$ cat src/sv/npc_pkg.sv
// shared types and constants of the nearest peak classifier
package npc_pkg;

    localparam int PEAK_INDEX_W = 6;
    localparam int CRYSTAL_W    = 6;
    localparam int M_DATA_W     = ((CRYSTAL_W + 7) / 8) * 8;

    localparam logic FUNC_LOAD     = 1'b0;
    localparam logic FUNC_CLASSIFY = 1'b1;

    localparam logic STATUS_MATCHED      = 1'b0;
    localparam logic STATUS_OUT_OF_RANGE = 1'b1;

    // control part of a word as it moves down the chain
    typedef struct packed {
        logic                    valid;
        logic                    classify;
        logic                    oor;
        logic [PEAK_INDEX_W-1:0] peak_index;
        logic [CRYSTAL_W-1:0]    best_k;
    } npc_ctl_t;

endpackage

$ cat src/sv/npc_cell.sv
// one chain cell: holds one peak, loads it and scores passing events against it
module npc_cell import npc_pkg::*; #(
    parameter int COORD_WIDTH = 16,
    parameter int DIST_WIDTH  = 33,
    parameter int CELL_INDEX  = 0
) (
    input  logic                          aclk,
    input  logic                          aresetn,
    input  logic                          en,
    input  npc_ctl_t                      ctl_in,
    input  logic signed [COORD_WIDTH-1:0] x_in,
    input  logic signed [COORD_WIDTH-1:0] y_in,
    input  logic [DIST_WIDTH-1:0]         d_in,
    output npc_ctl_t                      ctl_out,
    output logic signed [COORD_WIDTH-1:0] x_out,
    output logic signed [COORD_WIDTH-1:0] y_out,
    output logic [DIST_WIDTH-1:0]         d_out
);

    localparam int SQ_W  = 2 * COORD_WIDTH;
    localparam int SUM_W = SQ_W + 1;
    localparam logic [SUM_W-1:0] SAT_LIMIT = SUM_W'({64{1'b1}});

    logic signed [COORD_WIDTH-1:0] px_reg, py_reg;

    npc_ctl_t                      ctl1_reg;
    logic signed [COORD_WIDTH-1:0] x1_reg, y1_reg;
    logic [DIST_WIDTH-1:0]         d1_reg;
    logic [SQ_W-1:0]               sx_reg, sy_reg;

    npc_ctl_t                      ctl2_reg, ctl2_next;
    logic signed [COORD_WIDTH-1:0] x2_reg, y2_reg;
    logic [DIST_WIDTH-1:0]         d2_reg, d2_next;

    logic                          load_hit;
    logic signed [COORD_WIDTH:0]   diff_x, diff_y;
    logic [COORD_WIDTH-1:0]        mag_x, mag_y;
    logic [SQ_W-1:0]               sx_next, sy_next;
    logic [SUM_W-1:0]              sum, sum_sat;
    logic [DIST_WIDTH-1:0]         dist_sq;
    logic                          take;

    assign load_hit = ctl_in.valid && (ctl_in.classify == FUNC_LOAD)
                      && (32'(ctl_in.peak_index) == 32'(CELL_INDEX));

    // stage one: absolute differences and squares
    always_comb begin
        diff_x  = (COORD_WIDTH+1)'(px_reg) - (COORD_WIDTH+1)'(x_in);
        diff_y  = (COORD_WIDTH+1)'(py_reg) - (COORD_WIDTH+1)'(y_in);
        mag_x   = diff_x[COORD_WIDTH] ? COORD_WIDTH'(-diff_x) : diff_x[COORD_WIDTH-1:0];
        mag_y   = diff_y[COORD_WIDTH] ? COORD_WIDTH'(-diff_y) : diff_y[COORD_WIDTH-1:0];
        sx_next = mag_x * mag_x;
        sy_next = mag_y * mag_y;
    end

    // stage two: sum, clamp to 64 bits, keep the lower score
    always_comb begin
        sum     = SUM_W'(sx_reg) + SUM_W'(sy_reg);
        sum_sat = (sum > SAT_LIMIT) ? SAT_LIMIT : sum;
        dist_sq = DIST_WIDTH'(sum_sat);
        take    = ctl1_reg.valid && (ctl1_reg.classify == FUNC_CLASSIFY) && !ctl1_reg.oor
                  && ((CELL_INDEX == 0) || (dist_sq < d1_reg));
        ctl2_next = ctl1_reg;
        d2_next   = d1_reg;
        if (take) begin
            ctl2_next.best_k = CRYSTAL_W'(CELL_INDEX);
            d2_next          = dist_sq;
        end
    end

    always_ff @(posedge aclk) begin
        if (en && load_hit) begin
            px_reg <= x_in;
            py_reg <= y_in;
        end
    end

    always_ff @(posedge aclk) begin
        if (!aresetn) begin
            ctl1_reg <= '0;
            ctl2_reg <= '0;
        end else if (en) begin
            ctl1_reg <= ctl_in;
            ctl2_reg <= ctl2_next;
        end
    end

    always_ff @(posedge aclk) begin
        if (en) begin
            x1_reg <= x_in;
            y1_reg <= y_in;
            d1_reg <= d_in;
            sx_reg <= sx_next;
            sy_reg <= sy_next;
            x2_reg <= x1_reg;
            y2_reg <= y1_reg;
            d2_reg <= d2_next;
        end
    end

    assign ctl_out = ctl2_reg;
    assign x_out   = x2_reg;
    assign y_out   = y2_reg;
    assign d_out   = d2_reg;

endmodule

$ cat config.mk
export PLATFORM = sky130hd
export DESIGN_NAME = npc_cell
export DESIGN_NICKNAME = d
export VERILOG_FILES = /design/src/sv/npc_pkg.sv /design/src/sv/npc_cell.sv
export SDC_FILE = /design/constraint.sdc
export NUM_CORES = 1
export LEC_CHECK = 0
export ABC_AREA = 0
export BUFFER_PORTS_ARGS = -buffer_cell sky130_fd_sc_hd__buf_2
export CORE_MARGIN = 4
export CORE_UTILIZATION = 55
export CTS_BUF_LIST = sky130_fd_sc_hd__clkbuf_8
export DETAILED_ROUTE_END_ITERATION = 12
export HOLD_SLACK_MARGIN = 0.03
export PLACE_DENSITY = 0.83
export SYNTH_ARGS = -nofsm -noshare
export SYNTH_HDL_FRONTEND = slang
export SYNTH_SLANG_ARGS = --single-unit
$ cat constraint.sdc
create_clock -name aclk -period 14.6 [get_ports aclk]
set_input_delay 2.92 -clock aclk [delete_from_list [all_inputs] [get_ports aclk]]
set_output_delay 2.92 -clock aclk [all_outputs]
set_load 0.05 [all_outputs]
==> key figures, run 1 <==
Die
  • Placement Rows: 79
  • I/O pin count: 163
  • Initial standard-cell utilization of the core: 0.557
  • Area of the placeable core: 46600 um2
  • Horiz. Die Dim: 225 um
  • Die outline area: 50700 um2
  • Die height: 225 um

Yosys
  • Distinct cell type count of the synthesized netlist: 76
  • Sequential area share after synthesis: 0.282
  • Library cell occupying the most area in the post-synthesis netlist: sky130_fd_sc_hd__edfxtp_1
  • Synth top area cells: sky130_fd_sc_hd__edfxtp_1, sky130_fd_sc_hd__fa_1, sky130_fd_sc_hd__ha_1
  • Number of synthesized flops with an enable pin: 224
  • Syn Nets: 3211
  • Prevailing post-synth register cell: sky130_fd_sc_hd__edfxtp_1
  • Largest family of logic cells by synthesized area: adder cells
  • Multiplexer share of the synthesized area: 0.0122
  • Warnings from Yosys: 0
  • Simple-gate portion of the synthesized area: 0.109
  • Number of storage elements in the synthesis netlist: 254
  • Adder-Cell Fraction of Synth Area: 0.375
  • Post-synthesis average cell area: 10.2 um2
  • Synth Area in XOR/XNOR: 0.0503
  • Synthesized-area fraction occupied by ao, oa, aoi and oai cells: 0.0873
  • Synth Instances: 2545
  • Post-synth top area share: 0.259
  • FFs w/ async S/R, synth: 0
  • Syn Std Cell Area: 25900 um2

Timing
  • Setup violation total in the final timing report: 0
  • Relative slew slack: 0.234
  • Max-slew violations: 0
  • Final critical path time including I/O delays and setup: 12.69 ns
  • Period utilization: 0.869
  • Final hold slack: 0.413 ns
  • Fin Setup TNS: 0 ns
  • Final worst-path setup slack: 1.91 ns
  • Largest clock skew in the final design: 0.0456 ns
  • Hold violation total from the final report: 0
  • Setup repair after global routing missed its margin: no
  • Maximum clock frequency: 78.8 MHz
  • Actual slew at the worst max-slew pin: 1.14 ns

Critical path
  • Reg-to-reg critical path startpoint: py_reg[0]$_DFFE_PP_
  • Reg2reg end: sy_reg[31]$_DFFE_PP_
  • Kind of start point of the critical path: input pin
  • Crit-path max FO: 14
  • Cell with the most instances on the worst path: sky130_fd_sc_hd__fa_1
  • Top delay family on crit path: adder cells
  • Worst path arrival time: 13.02 ns
  • Critical path required time: 14.93 ns
  • Number of cell instances on the worst register-to-register path: 33
  • Buffer and inverter count on the worst path: 5
  • Worst path max stage delay: 0.76 ns
  • Critical Path End Type: register
  • Kind of critical path: in2reg
  • FF-to-FF setup slack: 4.02 ns
  • Cell type of the slowest stage on the worst timing path: sky130_fd_sc_hd__o22ai_1

Routing
  • First drt pass iteration count: 6
  • Number of vias per cell: 5.52
  • Highest metal layer used by the detailed router: met4
  • Remaining design rule violation count: 0
  • Detailed Route WL: 58.4 mm
  • Vias post-DR: 18600
  • Routed len/inst: 17.3 um
  • Met2 routed WL: 27.6 mm
  • Routed wl met3: 5.55 mm
  • Count of nets left with antenna violations after detail routing: 0
  • Number of DRC violations after detailed-routing iteration 0: 1267
  • Routed met1 length: 23.7 mm

Place
  • Detailed placement HPWL: 46.6 mm
  • Routability congestion estimate: 0.987
  • Placed standard-cell area: 27500 um2
  • Worst slack at placement: 1.42 ns
  • Count of port buffers added during placement: 162

CTS
  • CTS H-Tree Depth: 2
  • Clock tree from TritonCTS: done
  • Clock Sink Count: 254
  • CTS Root Cell: sky130_fd_sc_hd__clkbuf_8
  • Num CTS Buffers: 47
  • CTS Hold Buffers Added: 0
  • Buffers inserted during post-CTS setup optimization: 0
  • Worst-skew pair later-pin latency: 0.63 ns
  • Clock Pin Slew Worst Setup and Hold Paths: 0.06 ns
  • Resized Gates After CTS: 0
  • Clock tree buffer depth: 3

Finish
  • Fillers: 3711
  • Area delta synth->final: 9.68%
  • Sequential cell area: 7330 um2
  • Fraction of final layout cells with drive strength greater than 1: 0.104
  • NumNets Final: 3399
  • Area occupied by multi-input gates: 16500 um2
  • Commonest non-fill, non-tap cells in the layout: sky130_fd_sc_hd__inv_1, sky130_fd_sc_hd__fa_1, sky130_fd_sc_hd__ha_1
  • Most common cell after layout, fill and taps aside: sky130_fd_sc_hd__inv_1
  • Area of all placed cells without fillers: 28500 um2

GRT
  • Initial antenna violation count: 1
  • Pin count of the biggest net entering global routing: 94
  • Wire length of the first global-routing pass: 96.1 mm
  • GR Overflow Total: 0
  • Total global routing track utilization: 0.234
  • Via count of the first global-routing pass: 19700

Status
  • Run status: finished, final reports clean

Min path
  • Hold Path Sink: x_out[5]$_DFFE_PP_
  • Startpoint of the worst hold path: x1_reg[5]$_DFFE_PP_
  • Number of cells on the worst hold path: 0
  • Min-delay worst type: reg2reg

Flow run
  • Max-Cap Viols: 0
Yosys cell counts (6+ instances only):
cell,instances
sky130_fd_sc_hd__and2_1,7
sky130_fd_sc_hd__xnor2_1,94
sky130_fd_sc_hd__or2_2,8
sky130_fd_sc_hd__and3_1,10
sky130_fd_sc_hd__nand4_1,10
sky130_fd_sc_hd__mux2i_1,26
sky130_fd_sc_hd__fa_1,326
sky130_fd_sc_hd__inv_1,513
sky130_fd_sc_hd__a21oi_1,89
sky130_fd_sc_hd__a31oi_1,10
sky130_fd_sc_hd__o21ai_1,14
sky130_fd_sc_hd__nor3_1,24
sky130_fd_sc_hd__nand2_1,190
sky130_fd_sc_hd__a21o_1,49
sky130_fd_sc_hd__clkbuf_1,39
sky130_fd_sc_hd__edfxtp_1,224
sky130_fd_sc_hd__o21bai_1,11
sky130_fd_sc_hd__nor2b_1,40
sky130_fd_sc_hd__xor2_1,46
sky130_fd_sc_hd__nor4_1,8
sky130_fd_sc_hd__a21boi_0,12
sky130_fd_sc_hd__o21ai_0,66
sky130_fd_sc_hd__nand2b_1,46
sky130_fd_sc_hd__ha_1,257
sky130_fd_sc_hd__a211oi_1,16
sky130_fd_sc_hd__dfxtp_1,30
sky130_fd_sc_hd__o21a_1,11
sky130_fd_sc_hd__nand3_1,34
sky130_fd_sc_hd__buf_2,8
sky130_fd_sc_hd__inv_2,7
sky130_fd_sc_hd__o31ai_1,6
sky130_fd_sc_hd__nor2_1,206
per-stage QoR:
| step | cells | util |
|---|---|---|
| final | 3377 | 0.611 |
| after global placement | 3291 | 0.592 |
| after global routing | 3376 | 0.611 |
| after floorplan | 2545 | - |
| after CTS | 3376 | 0.611 |
| after detailed placement | 3291 | 0.592 |
metal layers:
layer | vias to the layer above | GRT usage
li1 | 8660 | -
met1 | 9098 | 0.318
met2 | 778 | 0.386
met3 | 103 | 0.0465
met4 | 0 | 0.0670
met5 | - | 0
worst max path at each step:
stage | from | to | cells past startpoint
2_1_floorplan | y_in[0] | sy_reg[31]$_DFFE_PP_ | 34
3_3_place_gp | y_in[0] | sy_reg[31]$_DFFE_PP_ | 33
3_5_place_dp | y_in[0] | sy_reg[31]$_DFFE_PP_ | 33
4_1_cts | y_in[0] | sy_reg[31]$_DFFE_PP_ | 33
5_1_grt | y_in[0] | sy_reg[31]$_DFFE_PP_ | 33
6_report | y_in[0] | sy_reg[31]$_DFFE_PP_ | 33
cell families after synthesis:
family	after synthesis
and+or+nand+nor	612
adders and majority gates	583
buffers and inverters	574
AOI/OAI and AO/OA	347
DFF	254
xor gates and xnor gates	144
muxes	31
cell type report:
cell class | instances | share of cell area
clock buffer | 49 | 0.0237
tap | 607 | 0.0267
multi-input combinational | 1717 | 0.579
timing repair buffer | 188 | 0.0357
sequential | 254 | 0.257
antenna | 1 | 0.0000879
inverter | 525 | 0.0692
clock inverter | 36 | 0.00822
Power of run 1 is left out: the tool's default activity adds up to more than one toggle a clock period on the data nets, which glitch-free logic cannot reach.
==> inputs of run 2 (changes only) <==
--- a/config.mk
+++ b/config.mk
@@ -12,7 +12,7 @@
 export CTS_BUF_LIST = sky130_fd_sc_hd__clkbuf_8
 export DETAILED_ROUTE_END_ITERATION = 12
 export HOLD_SLACK_MARGIN = 0.03
-export PLACE_DENSITY = 0.83
+export PLACE_DENSITY_LB_ADDON = 0.12
 export SYNTH_ARGS = -nofsm -noshare
 export SYNTH_HDL_FRONTEND = slang
 export SYNTH_SLANG_ARGS = --single-unit
==> constraint.sdc (replaced) <==
create_clock -name aclk -period 14.6 [get_ports aclk]
set_input_delay 2.92 -clock aclk [delete_from_list [all_inputs] [get_ports aclk]]
set_output_delay 2.92 -clock aclk [all_outputs]
set_load 0.1 [all_outputs]
==> run 2 against run 1 <==
Compared with the run above: final area rose by 0.21%; count of clock-buffer cells in the layout is 1 lower; highest routed layer unchanged; register-to-register slack gained 0.24 ns; sequential share of layout area is 0.054 points lower; largest cell class unchanged; critical path type unchanged; non-clock buffer count increased by 1; die area is the same; core utilization rose by 0.13 points.
==> key figures, run 2 (synthesis results as in run 1) <==
Die
  • Horiz. Die Dim: 225 um (unchanged)
  • Initial standard-cell utilization of the core: 0.557 (unchanged)
  • Die height: 225 um (unchanged)
  • I/O pin count: 163 (unchanged)
  • Die outline area: 50700 um2 (unchanged)
  • Area of the placeable core: 46600 um2 (unchanged)
  • Placement Rows: 79 (unchanged)

Critical path
  • Kind of critical path: in2reg (unchanged)
  • Cell type of the slowest stage on the worst timing path: sky130_fd_sc_hd__xor2_1 (was sky130_fd_sc_hd__o22ai_1)
  • Critical path required time: 14.92 ns (was 14.93 ns)
  • Worst path arrival time: 12.79 ns (was 13.02 ns)
  • Cell with the most instances on the worst path: sky130_fd_sc_hd__fa_1 (unchanged)
  • Critical Path End Type: register (unchanged)
  • Worst path max stage delay: 0.78 ns (was 0.76 ns)
  • Crit-path max FO: 14 (unchanged)
  • Kind of start point of the critical path: input pin (unchanged)

Timing
  • Actual slew at the worst max-slew pin: 1.15 ns (was 1.14 ns)
  • Largest clock skew in the final design: 0.0322 ns (was 0.0456 ns)
  • Final critical path time including I/O delays and setup: 12.47 ns (was 12.69 ns)
  • Period utilization: 0.854 (was 0.869)
  • Hold violation total from the final report: 0 (unchanged)
  • Setup violation total in the final timing report: 0 (unchanged)
  • Setup repair after global routing missed its margin: no (unchanged)
  • Max-slew violations: 0 (unchanged)
  • Relative slew slack: 0.233 (was 0.234)
  • Fin Setup TNS: 0 ns (unchanged)
  • Maximum clock frequency: 80.2 MHz (was 78.8 MHz)

GRT
  • Wire length of the first global-routing pass: 96.2 mm (was 96.1 mm)
  • GR Overflow Total: 0 (unchanged)
  • Initial antenna violation count: 0 (was 1)
  • Total global routing track utilization: 0.236 (was 0.234)
  • Via count of the first global-routing pass: 19300 (was 19700)
  • Pin count of the biggest net entering global routing: 82 (was 94)

CTS
  • Clock Pin Slew Worst Setup and Hold Paths: 0.06 ns (about the same)
  • Clock Sink Count: 254 (unchanged)
  • Buffers inserted during post-CTS setup optimization: 0 (unchanged)
  • CTS Hold Buffers Added: 0 (unchanged)
  • Resized Gates After CTS: 0 (unchanged)
  • Clock tree from TritonCTS: done (unchanged)
  • Worst-skew pair later-pin latency: 0.61 ns (was 0.63 ns)
  • Clock tree buffer depth: 3 (unchanged)
  • Num CTS Buffers: 46 (was 47)
  • CTS Root Cell: sky130_fd_sc_hd__clkbuf_8 (unchanged)
  • CTS H-Tree Depth: 2 (unchanged)

Finish
  • Most common cell after layout, fill and taps aside: sky130_fd_sc_hd__inv_1 (unchanged)
  • Fillers: 4018 (was 3711)
  • Area of all placed cells without fillers: 28500 um2 (about the same)
  • NumNets Final: 3399 (unchanged)
  • Commonest non-fill, non-tap cells in the layout: sky130_fd_sc_hd__inv_1, sky130_fd_sc_hd__fa_1, sky130_fd_sc_hd__ha_1 (unchanged)
  • Fraction of final layout cells with drive strength greater than 1: 0.105 (was 0.104)
  • Antenna cell count: 0 (was 1)
  • Area delta synth->final: 9.92% (was 9.68%)
  • Core Util, Final: 0.613 (was 0.611)
  • Non-filler cells in the finished layout: 3375 (was 3377)

Routing
  • Detailed Route WL: 58.6 mm (was 58.4 mm)
  • Number of DRC violations after detailed-routing iteration 0: 958 (was 1267)
  • Number of vias per cell: 5.37 (was 5.52)
  • Count of nets left with antenna violations after detail routing: 0 (unchanged)
  • First drt pass iteration count: 5 (was 6)
  • Vias post-DR: 18100 (was 18600)
  • Remaining design rule violation count: 0 (unchanged)
  • Routed len/inst: 17.4 um (was 17.3 um)

Flow run
  • Max-Cap Viols: 0 (unchanged)

Min path
  • Min-delay worst type: reg2reg (unchanged)

Place
  • Routability congestion estimate: 0.928 (was 0.987)
  • Placed standard-cell area: 27500 um2 (unchanged)
  • Number of cells after detailed placement: 3292 (was 3291)
  • Detailed placement HPWL: 46.6 mm (about the same)
  • Count of port buffers added during placement: 162 (unchanged)

Status
  • Run status: finished, final reports clean (unchanged)
[run 2: worst max-delay path: cells and delay by family]
kind / cells / cell delay (ns)
AO/OA/AOI/OAI: 11 / 2.73
buffers and inverters: 7 / 1.03
XOR/XNOR: 2 / 0.97
AND/OR/NAND/NOR: 6 / 1.00
adder cells (fa/ha/maj): 9 / 4.12
[run 2: metal layers]
metal | GRT usage | up-vias | wire length (um)
li1 | - | 8648 | -
met1 | 0.323 | 8894 | 25400
met2 | 0.382 | 481 | 27200
met3 | 0.0520 | 103 | 4140
met4 | 0.0731 | 0 | 1850
met5 | 0.00380 | - | 0
[run 2: cell type report]
class                   count  area, um2  area share
flip-flops and latches    254       7330       0.257
inverters                 525       1970      0.0691
well taps                 607        759      0.0266
clock buffers              48        661      0.0232
repair buffers            189       1020      0.0359
multi-input cells        1717      16500       0.577
clock inverters            35        310      0.0109
[run 2: final timing paths]
kind | start | to | slack [ns] | cells after the start
min reg2reg | y1_reg[5]$_DFFE_PP_ | y_out[5]$_DFFE_PP_ | 0.42 | 0
min | y1_reg[5]$_DFFE_PP_ | y_out[5]$_DFFE_PP_ | 0.42 | 0
max | y_in[0] | sy_reg[31]$_DFFE_PP_ | 2.13 | 35
max reg2reg | py_reg[0]$_DFFE_PP_ | sy_reg[31]$_DFFE_PP_ | 4.26 | 35
[run 2: per-stage QoR]
stage / hold slack, ns / setup WS [ns]
2_1_floorplan: 0.400 / 3.24
3_3_place_gp: 0.401 / 1.90
3_5_place_dp: 0.407 / 1.68
4_1_cts: 0.420 / 2.31
5_1_grt: 0.429 / 1.48
6_report: 0.420 / 2.13
Power of run 2 is left out for the same reason.
